==> src/hdl/assert_macros.svh <==
// assertion helpers included by lse_ctrl
// each macro expects i_clk and i_rst_n in scope
`ifndef ASSERT_MACROS_SVH
`define ASSERT_MACROS_SVH

// same-cycle implication, off while reset is held
`define ASSERT_IMPL(label, ante, cons, msg) \
    label: assert property (@(posedge i_clk) disable iff (!i_rst_n) (ante) |-> (cons)) \
        else $error(msg);

// next-cycle implication, off while reset is held
`define ASSERT_NEXT(label, ante, cons, msg) \
    label: assert property (@(posedge i_clk) disable iff (!i_rst_n) (ante) |=> (cons)) \
        else $error(msg);

`endif

==> src/hdl/lse_pkg.sv <==
// ----------------------------------------------------------------------------
// lse_pkg
// types, codes and defaults shared by the lifo stack engine
// ----------------------------------------------------------------------------
`default_nettype none

package lse_pkg;

    localparam int unsigned STACK_DEPTH_DEF = 32;
    localparam int unsigned VAL_W           = 31;
    localparam int unsigned KIND_W          = 3;

    typedef logic [VAL_W-1:0]  t_value;
    typedef logic [KIND_W-1:0] t_kind;

    localparam t_kind KIND_PUSH = 3'd0;
    localparam t_kind KIND_POP  = 3'd1;
    localparam t_kind KIND_SWAP = 3'd2;
    localparam t_kind KIND_PEEK = 3'd3;
    localparam t_kind KIND_DUMP = 3'd4;

    typedef enum logic [2:0] {
        ST_OK         = 3'd0,
        ST_PUSH_USAGE = 3'd1,
        ST_PEEK_EMPTY = 3'd2,
        ST_POP_EMPTY  = 3'd3,
        ST_SWAP_SHORT = 3'd4,
        ST_FULL       = 3'd5,
        ST_HALTED     = 3'd6
    } t_status;

    typedef enum logic {
        S_IDLE,
        S_DUMP
    } t_state;

    // operation applied to the whole cell chain, all cells together
    typedef enum logic [2:0] {
        OP_HOLD,
        OP_PUSH,
        OP_POP,
        OP_SWAP,
        OP_ROT
    } t_chain_op;

    // per-cell load source
    typedef enum logic [1:0] {
        SEL_HOLD,
        SEL_PREV,
        SEL_NEXT,
        SEL_TOP
    } t_cell_sel;

    typedef struct packed {
        t_chain_op op;
        t_value    push_value;
    } t_chain_cmd;

endpackage

`default_nettype wire

==> src/hdl/lse_cell.sv <==
// ----------------------------------------------------------------------------
// lse_cell
// one stack slot; loads from its upper or lower neighbor, the top, or holds
// ----------------------------------------------------------------------------
`default_nettype none

module lse_cell (
    input  wire logic              i_clk,
    input  wire lse_pkg::t_cell_sel i_sel,
    input  wire lse_pkg::t_value   i_prev,
    input  wire lse_pkg::t_value   i_next,
    input  wire lse_pkg::t_value   i_top,
    output lse_pkg::t_value        o_data
);

    lse_pkg::t_value r_data;
    lse_pkg::t_value n_data;

    always_comb begin
        case (i_sel)
            lse_pkg::SEL_PREV: n_data = i_prev;
            lse_pkg::SEL_NEXT: n_data = i_next;
            lse_pkg::SEL_TOP:  n_data = i_top;
            default:           n_data = r_data;
        endcase
    end

    always_ff @(posedge i_clk) begin
        r_data <= n_data;
    end

    assign o_data = r_data;

endmodule

`default_nettype wire

==> src/hdl/lse_ctrl.sv <==
// ----------------------------------------------------------------------------
// lse_ctrl
// decodes items, keeps element count and halt flag, sequences dumps and
// holds the result register
// ----------------------------------------------------------------------------
`default_nettype none
`include "assert_macros.svh"

module lse_ctrl #(
    parameter int unsigned STACK_DEPTH = lse_pkg::STACK_DEPTH_DEF,
    parameter int unsigned CW          = $clog2(STACK_DEPTH + 1)
) (
    input  wire logic            i_clk,
    input  wire logic            i_rst_n,
    input  wire logic            i_valid,
    output logic                 o_ready,
    input  wire lse_pkg::t_kind  i_kind,
    input  wire lse_pkg::t_value i_push_value,
    input  wire logic            i_operand_ok,
    input  wire lse_pkg::t_value i_top,
    output lse_pkg::t_chain_cmd  o_cmd,
    output logic [CW-1:0]        o_wrap_idx,
    output logic                 o_valid,
    input  wire logic            i_ready,
    output lse_pkg::t_status     o_status,
    output lse_pkg::t_value      o_read_value,
    output logic                 o_last
);

    localparam logic [CW-1:0] DEPTH_C = CW'(STACK_DEPTH);
    localparam logic [CW-1:0] ONE_C   = CW'(1);
    localparam logic [CW-1:0] TWO_C   = CW'(2);

    lse_pkg::t_state  r_state,     n_state;
    logic [CW-1:0]    r_count,     n_count;
    logic [CW-1:0]    r_dump_left, n_dump_left;
    logic             r_halted,    n_halted;
    logic             r_out_valid, n_out_valid;
    lse_pkg::t_status r_out_status, n_out_status;
    lse_pkg::t_value  r_out_value,  n_out_value;
    logic             r_out_last,   n_out_last;

    logic out_free;
    logic in_acc;

    assign out_free = !r_out_valid || i_ready;
    assign o_ready  = (r_state == lse_pkg::S_IDLE) && out_free;
    assign in_acc   = i_valid && o_ready;

    always_comb begin
        n_state      = r_state;
        n_count      = r_count;
        n_dump_left  = r_dump_left;
        n_halted     = r_halted;
        n_out_valid  = r_out_valid && !i_ready;
        n_out_status = r_out_status;
        n_out_value  = r_out_value;
        n_out_last   = r_out_last;
        o_cmd.op         = lse_pkg::OP_HOLD;
        o_cmd.push_value = i_push_value;

        case (r_state)
            lse_pkg::S_IDLE: begin
                if (in_acc) begin
                    // default result: one item, no value, last set
                    n_out_status = lse_pkg::ST_OK;
                    n_out_value  = '0;
                    n_out_last   = 1'b1;
                    if (r_halted) begin
                        n_out_valid  = 1'b1;
                        n_out_status = lse_pkg::ST_HALTED;
                    end else begin
                        case (i_kind)
                            lse_pkg::KIND_PUSH: begin
                                n_out_valid = 1'b1;
                                if (!i_operand_ok) begin
                                    n_out_status = lse_pkg::ST_PUSH_USAGE;
                                    n_count      = '0;
                                    n_halted     = 1'b1;
                                end else if (r_count == DEPTH_C) begin
                                    n_out_status = lse_pkg::ST_FULL;
                                end else begin
                                    o_cmd.op = lse_pkg::OP_PUSH;
                                    n_count  = r_count + ONE_C;
                                end
                            end
                            lse_pkg::KIND_POP: begin
                                n_out_valid = 1'b1;
                                if (r_count == '0) begin
                                    n_out_status = lse_pkg::ST_POP_EMPTY;
                                    n_halted     = 1'b1;
                                end else begin
                                    o_cmd.op = lse_pkg::OP_POP;
                                    n_count  = r_count - ONE_C;
                                end
                            end
                            lse_pkg::KIND_SWAP: begin
                                n_out_valid = 1'b1;
                                if (r_count < TWO_C) begin
                                    n_out_status = lse_pkg::ST_SWAP_SHORT;
                                    n_count      = '0;
                                    n_halted     = 1'b1;
                                end else begin
                                    o_cmd.op = lse_pkg::OP_SWAP;
                                end
                            end
                            lse_pkg::KIND_PEEK: begin
                                n_out_valid = 1'b1;
                                if (r_count == '0) begin
                                    n_out_status = lse_pkg::ST_PEEK_EMPTY;
                                end else begin
                                    n_out_value = i_top;
                                end
                            end
                            lse_pkg::KIND_DUMP: begin
                                // empty stack gives no result
                                if (r_count != '0) begin
                                    n_state     = lse_pkg::S_DUMP;
                                    n_dump_left = r_count;
                                end
                            end
                            default: begin
                                n_out_valid = r_out_valid && !i_ready;
                            end
                        endcase
                    end
                end
            end
            lse_pkg::S_DUMP: begin
                if (out_free) begin
                    // emit top, rotate it to the bottom of the live region
                    n_out_valid  = 1'b1;
                    n_out_status = lse_pkg::ST_OK;
                    n_out_value  = i_top;
                    n_out_last   = (r_dump_left == ONE_C);
                    o_cmd.op     = lse_pkg::OP_ROT;
                    n_dump_left  = r_dump_left - ONE_C;
                    if (r_dump_left == ONE_C) begin
                        n_state = lse_pkg::S_IDLE;
                    end
                end
            end
            default: begin
                n_state = lse_pkg::S_IDLE;
            end
        endcase
    end

    always_ff @(posedge i_clk) begin
        if (!i_rst_n) begin
            r_state     <= lse_pkg::S_IDLE;
            r_count     <= '0;
            r_dump_left <= '0;
            r_halted    <= 1'b0;
            r_out_valid <= 1'b0;
        end else begin
            r_state     <= n_state;
            r_count     <= n_count;
            r_dump_left <= n_dump_left;
            r_halted    <= n_halted;
            r_out_valid <= n_out_valid;
        end
    end

    always_ff @(posedge i_clk) begin
        r_out_status <= n_out_status;
        r_out_value  <= n_out_value;
        r_out_last   <= n_out_last;
    end

    assign o_wrap_idx   = r_count - ONE_C;
    assign o_valid      = r_out_valid;
    assign o_status     = r_out_status;
    assign o_read_value = r_out_value;
    assign o_last       = r_out_last;

    `ASSERT_IMPL(a_count_bound, 1'b1, r_count <= DEPTH_C, "element count above depth")
    `ASSERT_IMPL(a_halt_empty, r_halted, r_count == '0, "halted with live elements")
    `ASSERT_IMPL(a_dump_range, r_state == lse_pkg::S_DUMP,
        (r_dump_left != '0) && (r_dump_left <= r_count), "dump counter out of range")
    `ASSERT_NEXT(a_halt_report, in_acc && r_halted,
        r_out_valid && (r_out_status == lse_pkg::ST_HALTED), "halted item not reported")
    `ASSERT_NEXT(a_halt_sticky, r_halted, r_halted, "halt flag dropped without reset")

endmodule

`default_nettype wire

==> src/hdl/lifo_stack_engine_top.sv <==
// ----------------------------------------------------------------------------
// lifo_stack_engine_top: bounded lifo stack built as a chain of shift cells
// push/pop/swap/peek: result is registered, valid in the cycle after accept
// dump of n elements: n results, one per cycle unless i_ready stalls, rotating
// reset: empty stack, not halted; slot contents are not cleared
// ----------------------------------------------------------------------------
`default_nettype none

module lifo_stack_engine_top #(
    parameter int unsigned STACK_DEPTH = lse_pkg::STACK_DEPTH_DEF
) (
    input  wire logic                         i_clk,
    input  wire logic                         i_rst_n,
    input  wire logic                         i_valid,
    output logic                              o_ready,
    input  wire logic [lse_pkg::KIND_W-1:0]   i_kind,
    input  wire logic [lse_pkg::VAL_W-1:0]    i_push_value,
    input  wire logic                         i_operand_ok,
    output logic                              o_valid,
    input  wire logic                         i_ready,
    output logic [2:0]                        o_status,
    output logic [lse_pkg::VAL_W-1:0]         o_read_value,
    output logic                              o_last
);

    localparam int unsigned CW = $clog2(STACK_DEPTH + 1);

    lse_pkg::t_chain_cmd cmd;
    logic [CW-1:0]       wrap_idx;
    lse_pkg::t_status    status;
    lse_pkg::t_value     cell_data [STACK_DEPTH];

    lse_ctrl #(
        .STACK_DEPTH (STACK_DEPTH),
        .CW          (CW)
    ) u_ctrl (
        .i_clk        (i_clk),
        .i_rst_n      (i_rst_n),
        .i_valid      (i_valid),
        .o_ready      (o_ready),
        .i_kind       (i_kind),
        .i_push_value (i_push_value),
        .i_operand_ok (i_operand_ok),
        .i_top        (cell_data[0]),
        .o_cmd        (cmd),
        .o_wrap_idx   (wrap_idx),
        .o_valid      (o_valid),
        .i_ready      (i_ready),
        .o_status     (status),
        .o_read_value (o_read_value),
        .o_last       (o_last)
    );

    assign o_status = status;

    // slot 0 is the top of stack
    for (genvar i = 0; i < STACK_DEPTH; i++) begin : g_cell
        lse_pkg::t_cell_sel sel;
        lse_pkg::t_value    prev_data;
        lse_pkg::t_value    next_data;

        if (i == 0) begin : g_first
            assign prev_data = cmd.push_value;
        end else begin : g_mid
            assign prev_data = cell_data[i-1];
        end

        if (i == STACK_DEPTH - 1) begin : g_last
            assign next_data = '0;
        end else begin : g_inner
            assign next_data = cell_data[i+1];
        end

        always_comb begin
            case (cmd.op)
                lse_pkg::OP_PUSH: sel = lse_pkg::SEL_PREV;
                lse_pkg::OP_POP:  sel = lse_pkg::SEL_NEXT;
                lse_pkg::OP_SWAP: begin
                    if (i == 0) begin
                        sel = lse_pkg::SEL_NEXT;
                    end else if (i == 1) begin
                        sel = lse_pkg::SEL_PREV;
                    end else begin
                        sel = lse_pkg::SEL_HOLD;
                    end
                end
                lse_pkg::OP_ROT: begin
                    // top wraps into the deepest live slot
                    if (CW'(i) < wrap_idx) begin
                        sel = lse_pkg::SEL_NEXT;
                    end else if (CW'(i) == wrap_idx) begin
                        sel = lse_pkg::SEL_TOP;
                    end else begin
                        sel = lse_pkg::SEL_HOLD;
                    end
                end
                default: sel = lse_pkg::SEL_HOLD;
            endcase
        end

        lse_cell u_cell (
            .i_clk  (i_clk),
            .i_sel  (sel),
            .i_prev (prev_data),
            .i_next (next_data),
            .i_top  (cell_data[0]),
            .o_data (cell_data[i])
        );
    end

endmodule

`default_nettype wire
==> config.mk <==
export PLATFORM = sky130hd
export DESIGN_NAME = lifo_stack_engine_top
export DESIGN_NICKNAME = d
export VERILOG_FILES = /design/src/hdl/lse_pkg.sv /design/src/hdl/lse_cell.sv /design/src/hdl/lse_ctrl.sv /design/src/hdl/lifo_stack_engine_top.sv
export VERILOG_INCLUDE_DIRS = /design/src /design/src/hdl
export SDC_FILE = /design/constraint.sdc
export NUM_CORES = 2
export LEC_CHECK = 0
export BUFFER_PORTS_ARGS = -buffer_cell sky130_fd_sc_hd__buf_2
export CAP_MARGIN = 20
export CELL_PAD_IN_SITES_DETAIL_PLACEMENT = 1
export CELL_PAD_IN_SITES_GLOBAL_PLACEMENT = 2
export CORE_ASPECT_RATIO = 1.75
export CORE_MARGIN = 2
export CORE_UTILIZATION = 45
export DETAILED_ROUTE_END_ITERATION = 7
export PLACE_DENSITY_LB_ADDON = 0.05
export SLEW_MARGIN = 20
export SYNTH_ARGS = -nofsm -noshare
export SYNTH_HDL_FRONTEND = slang
export SYNTH_SLANG_ARGS = --single-unit
==> constraint.sdc <==
create_clock -name i_clk -period 6.35 [get_ports i_clk]
set_clock_uncertainty 0.15 [all_clocks]
set_input_delay 0.635 -clock i_clk [delete_from_list [all_inputs] [get_ports i_clk]]
set_output_delay 0.635 -clock i_clk [all_outputs]
set_load 0.01 [all_outputs]
# ---- Yosys cells after proc, flatten, opt, wreduce, memory -nomap -nowiden
# Cells that the tools add are included.
# Widths: inputs -> output; s select.
dict set report totals {
  register_bits 1042
  out_inout_bits 37
  inputBits 39
  elab_cells 457
}
dict set report classes {
  addsub 3
  n_bitwise 2
  n_lt_le_gt_ge 33
  eq_ne 144
  n_mux 184
  reduce_logical 51
}
# op n
set ops {}
lappend ops {{$pmux 31 s3} 30}
lappend ops {{$pmux 2 s3} 32}
lappend ops {{$pmux 31 s2} 3}
lappend ops {{$mux 31} 5}
lappend ops {{$mux 2} 68}
lappend ops {{$eq 2x2->1 const B} 63}
lappend ops {{$eq 5x6->1 const A} 16}
lappend ops {{$lt 5x6->1 const A} 16}
lappend ops {{$reduce_bool 3->1} 31}
lappend ops {{$eq 2x1->1 const B} 32}
lappend ops {{$mux 6} 9}
lappend ops {{$eq 4x6->1 const A} 8}
lappend ops {{$lt 4x6->1 const A} 8}
lappend ops {{$mux 3} 10}
lappend ops {{$eq 3x6->1 const A} 4}
lappend ops {{$lt 3x6->1 const A} 4}
lappend ops {{$pmux 6 s3} 1}
lappend ops {{$mux 1} 17}
lappend ops {{$eq 2x6->1 const A} 2}
lappend ops {{$eq 3x2->1 const B} 4}
lappend ops {{$logic_not 6->1} 2}
lappend ops {{$lt 1x6->1 const A} 2}
lappend ops {{$lt 2x6->1 const A} 2}
lappend ops {{$pmux 3 s2} 2}
lappend ops {{other kinds (28)} 46}

# ---- Longest topological paths before layout
dict set report logic_depth {
  depth_word 13
  mapped_depth 14
  mapped_depth_nobuf 9
}

# ---- Cells and area by module
# Synthesis repeated with hierarchy kept, for this count alone.
dict set report unflattened {
  hier_cells 4788
  area_unflattened_um2 55585.8
}
# mod seq_area_each_um2 n_inst area_each_um2 cells_each
set modules_own_cells {}
lappend modules_own_cells {lse_cell 930.9 32 1622.8 136}
lappend modules_own_cells {lse_ctrl 1351.3 1 2802.7 280}
lappend modules_own_cells {lifo_stack_engine_top 0.0 1 853.3 156}

# ---- Worst setup path after synthesis
# No wires, ideal clock.
dict set report synth_path {
  path_type {reg2reg}
  startpoint {register u_ctrl.r_count[0]}
  endpoint {register g_cell[3].u_cell.r_data[0] (enable)}
  required_ns 5.738
  stages_incl_launch_ff 12
  path_buffers 4
  slack_ns 1.629
  arrival_time_ns 4.109
  setup_ns 0.462
  period_less_slack_ns 4.721
  cell_sequence {dfxtp_1 > buf_2 > buf_2 > inv_1 > ha_1 > buf_2 > buf_2 > nor2_1 > a32o_1 > nand2_1 > nor2_1 > o21ai_0}
}
dict set report synth_via {
  elab_chain_cells 11
  elab_cells_between_ends 24
  classes_between {1 x add/sub; 2 x order compare; 8 x eq/ne; 11 x mux; 2 x reduce/logical}
}
# element line
set synth_lines {}
lappend synth_lines {{start: declaration} lse_ctrl.sv:35} ;# logic [CW-1:0] r_count, n_count;
lappend synth_lines {{start signal: assignment} lse_ctrl.sv:158} ;# r_count <= n_count;
lappend synth_lines {{branches (longest 8 deep; another with $lt 6x2->1)} n/a}
lappend synth_lines {{$pmux 2 s3 (*)} lifo_stack_engine_top.sv:75} ;# case (cmd.op)
lappend synth_lines {{$eq 2x1->1 or $eq 2x2->1 (tied branches)} lse_cell.sv:20} ;# case (i_sel)
lappend synth_lines {{$reduce_bool 3->1 (no line) (*)} n/a}
lappend synth_lines {{end signal: assignment} lse_cell.sv:29} ;# r_data <= n_data;
lappend synth_lines {{end: declaration} lse_cell.sv:16} ;# lse_pkg::t_value r_data;
# Mark *: on every way between the ends.
# A chain may end at the register's enable or synchronous reset.

# ---- Worst setup path after layout
dict set report layout_path {
  startpoint {register u_ctrl.r_count[0]}
  endpoint {register g_cell[6].u_cell.r_data[5] (enable)}
}
dict set report layout_via {
  elab_chain_cells 11
  elab_cells_between_ends 24
  classes_between {1 x add/sub; 2 x order compare; 8 x eq/ne; 11 x mux; 2 x reduce/logical}
}
# element line
set layout_lines {}
lappend layout_lines {{branches (longest 8 deep; another with $lt 6x2->1)} n/a}
lappend layout_lines {{$pmux 2 s3 (*)} lifo_stack_engine_top.sv:75}
lappend layout_lines {{$eq 2x1->1 or $eq 2x2->1 (tied branches)} lse_cell.sv:20}
lappend layout_lines {{$reduce_bool 3->1 (no line) (*)} n/a}
lappend layout_lines {{end signal: assignment} lse_cell.sv:29}
lappend layout_lines {{end: declaration} lse_cell.sv:16}
# Marks and branches as above.

==> results.toml <==
[critical_path]
reg2reg_depth = 10
path_cells = "inv_1 -> ha_1 -> nor3b_1 -> nand2_1 -> and3_1 -> nor2_1 -> and2_1 -> buf_4 -> nand3b_1 -> buf_4"
cp_num_buf_inv = 3
r2r_start = "u_ctrl.r_count[0]"
rrSetupSlack_ns = 1.43
max_stage_delay_ns = 0.91
crit_slowest_cell = "dfxtp_1"
cp-start-kind = "flop"
worstSetupEndpointType = "flop"
cpMostUsedCell = "buf_4"
cp.arrival_ns = 5.15
crit_family = "simple AND/OR/NAND/NOR gates"
reg2reg_to = "g_cell[6].u_cell.o_data[5]"
crit_fanout = 32
crit_type = "flop to flop"
required_ns = 6.59

[placed_design]
hpwl_microns = 130000
place_area_sq_mm = 0.0533
place.gp.congestion = 0.919
portBuffers = 75
pre_cts_ws_ns = 1.42

[floorplan]
core_sq_mm = 0.113
ioPinCount = 76
start_util_pct = 45.3
die_x_microns = 259
rows = 163
die_area_sq_mm = 0.116
die_h_microns = 450

[min_path]
hold_path.class = "primary input to flop"
hold_end = "g_cell[0].u_cell.o_data[15]"
min_path_cells = 2
worstHoldStart = "i_push_value[15]"

[sta]
finalSetupTns_ns = 0
hold_violations = 0
tightestPinTransition_ns = 1.01
fin_crit_ns = 4.92
period_share_pct = 77.5
max_freq_mhz = 203
finalSetupViolCount = 0
drv_slew = 0
rsz0062_at_grt = "false"
final.setup.worst_slack_ns = 1.43
max_slew_margin_pct = 32.5
timing.hold.ws_ns = 0.0510

[logic_synthesis]
synth-adder-area-share_pct = 0.196
async_reset_ff_share_pct = 0
syn_area_per_cell_sq_um = 12.7
syn_inst = 4040
synth_edf_count = 1027
ys_seq_area_share_pct = 60.9
synth_ff_type = "edfxtp_1"
syn_nets = 4087
yosys.area.top_type = "edfxtp_1"
synth_warnings = 0
yosysUniqueCellTypes = 76
synth_top_family_by_area = "compound AO/OA/AOI/OAI gates"
synth_top_cell_area_share_pct = 60.3
synth_area_sq_mm = 0.0511
synthMuxAreaShare_pct = 1.45
synthSimpleGateAreaFrac_pct = 9.83
synthTopCellsByArea = "edfxtp_1 (60%), a22o_1 (7.4%), a221o_1 (6.1%)"
synth_xor_area_share_pct = 0.152
synth-seq-cells = 1042
synth-compound-area-share_pct = 23.8

[cts]
clockBufferDepth = 3
cts_buffers = 100
insertion_delay_ns = 0.75
post_cts_buffers = 0
clk_pin_slew_worst_paths_ns = 0.07
tritoncts = "built"
cts_resized = 0
cts_hold_buffers = 0
htreeDepth = 3
clockRootBuffer = "clkbuf_16"
cts_sinks = 1042

[detailed_routing]
drc = 0
ant_nets = 0
wl_per_cell_microns = 35.5
drt_pass1_iterations = 6
via_per_inst = 6.79
vias = 37500
drt_wl_total_microns = 196000
drt_iter0_markers = 3887

[global_route]
grt_pass1_wl_microns = 284000
grt_pass1_vias = 40200
grt_max_degree = 36
grt-ovfl-total = 0
grtUsageTotal_pct = 33.4
antenna_found_initial = 3

[run_status]
status = "finished clean"

[finish]
drive_above_1_share_pct = 13.5
final_cell_area_sq_mm = 0.0565
fin_nets = 3994
fillers = 11300
area_delta_synth_final_pct = 10.5

[power_and_ir_drop]
powerDensity_mw_per_mm2 = 262
ir_drop_mv = 0.207
p_leak_nw = 21.5
power_mw = 14.8

[job]
drv_cap = 0
==> Yosys cell counts (all sizes together), types with 17 or more instances <==
master / n
mux2: 63
or3: 17
buf: 115
nand3: 24
nor2: 49
o21ai: 27
a22oi: 218
a22o: 434
clkbuf: 318
nor3: 37
a21o: 374
nand2: 486
edfxtp: 1027
a21oi: 32
nor2b: 169
and2: 106
and3: 66
a221o: 311
==> metrics by stage <==
step | utilization [%] | instances
after global routing | 50.1 | 5518
after CTS | 50.0 | 5517
after detailed placement | 47.3 | 5330
final | 50.1 | 5521
after floorplan | - | 4040
after global placement | 47.2 | 5328
==> per-layer routing <==
| metal | wire length [microns] | track usage [%] | vias up |
|---|---|---|---|
| li1 | - | - | 15800 |
| met1 | 68400 | 37.3 | 19500 |
| met2 | 101000 | 58.7 | 1632 |
| met3 | 10900 | 3.90 | 520 |
| met4 | 15700 | 23.9 | 0 |
| met5 | 0 | 0 | - |
==> sequential cells by signal (all words and copies together) (netlist names) <==
register	count
g_cell.u_cell.o_data	992
u_ctrl.o_last	1
u_ctrl.o_read_value	31
u_ctrl.o_status	3
u_ctrl.o_valid	1
u_ctrl.r_count	6
u_ctrl.r_dump_left	6
u_ctrl.r_halted	1
u_ctrl.r_state	1
==> worst max-delay path by stage <==
stage,startpoint,to,cells past startpoint
floorplan,u_ctrl.r_count[0],g_cell[3].u_cell.o_data[0],11
global placement,u_ctrl.r_count[0],g_cell[29].u_cell.o_data[17],9
detailed placement,u_ctrl.r_count[0],g_cell[29].u_cell.o_data[18],9
CTS,u_ctrl.r_count[0],g_cell[29].u_cell.o_data[10],9
global route,u_ctrl.r_count[0],g_cell[6].u_cell.o_data[5],10
finish,u_ctrl.r_count[0],g_cell[6].u_cell.o_data[5],10
==> area by class of cell <==
| class | count | area, sq um | area share, % |
|---|---|---|---|
| flip-flops and latches | 1042 | 31100 | 55.1 |
| inverters | 15 | 56.3 | 0.0997 |
| multi-input cells | 2550 | 18600 | 33.0 |
| diodes | 4 | 10.0 | 0.0177 |
| well taps | 1485 | 1860 | 3.29 |
| repair buffers | 238 | 1660 | 2.95 |
| clock inverters | 66 | 538 | 0.953 |
| clock buffers | 121 | 2580 | 4.57 |
==> cell families after synthesis <==
kind of cell / after synthesis
buffers and inverters: 448
AND/OR/NAND/NOR: 1007
flip-flops: 1042
adder cells (fa/ha/maj): 8
multiplexers: 66
XOR/XNOR: 8
AO/OA/AOI/OAI: 1461
==> power by group <==
group	internal (mW)	switching, mW	total, mW
Combinational	0.335	0.631	0.966
Clock	3.16	2.81	5.97
Sequential	7.74	0.139	7.88
==> cells in the final DEF (no fill, tap or decap), types with 6 or more instances in the layout <==
cell and count:
ha_1 8, a21o_1 374, a211oi_1 7, nand3_1 24
nor3_1 16, a21oi_1 25, or2_2 11, clkinv_1 26
nor2b_1 165, nor3_2 15, clkbuf_1 21, a221o_1 311
nor3_4 6, nand4_1 8, or3_1 15, bufinv_16 6
nor4_4 7, and3_1 66, a21oi_2 7, edfxtp_1 1027
buf_4 159, o21ai_0 16, nor2_2 15, a22oi_1 218
a31oi_1 7, a22o_1 434, and2_1 105, clkbuf_16 100
nor2_1 31, buf_2 75, nand2_1 485, inv_1 15
mux2_2 63, dfxtp_1 15, clkinv_2 22
Power figures use the tool's default switching activity.
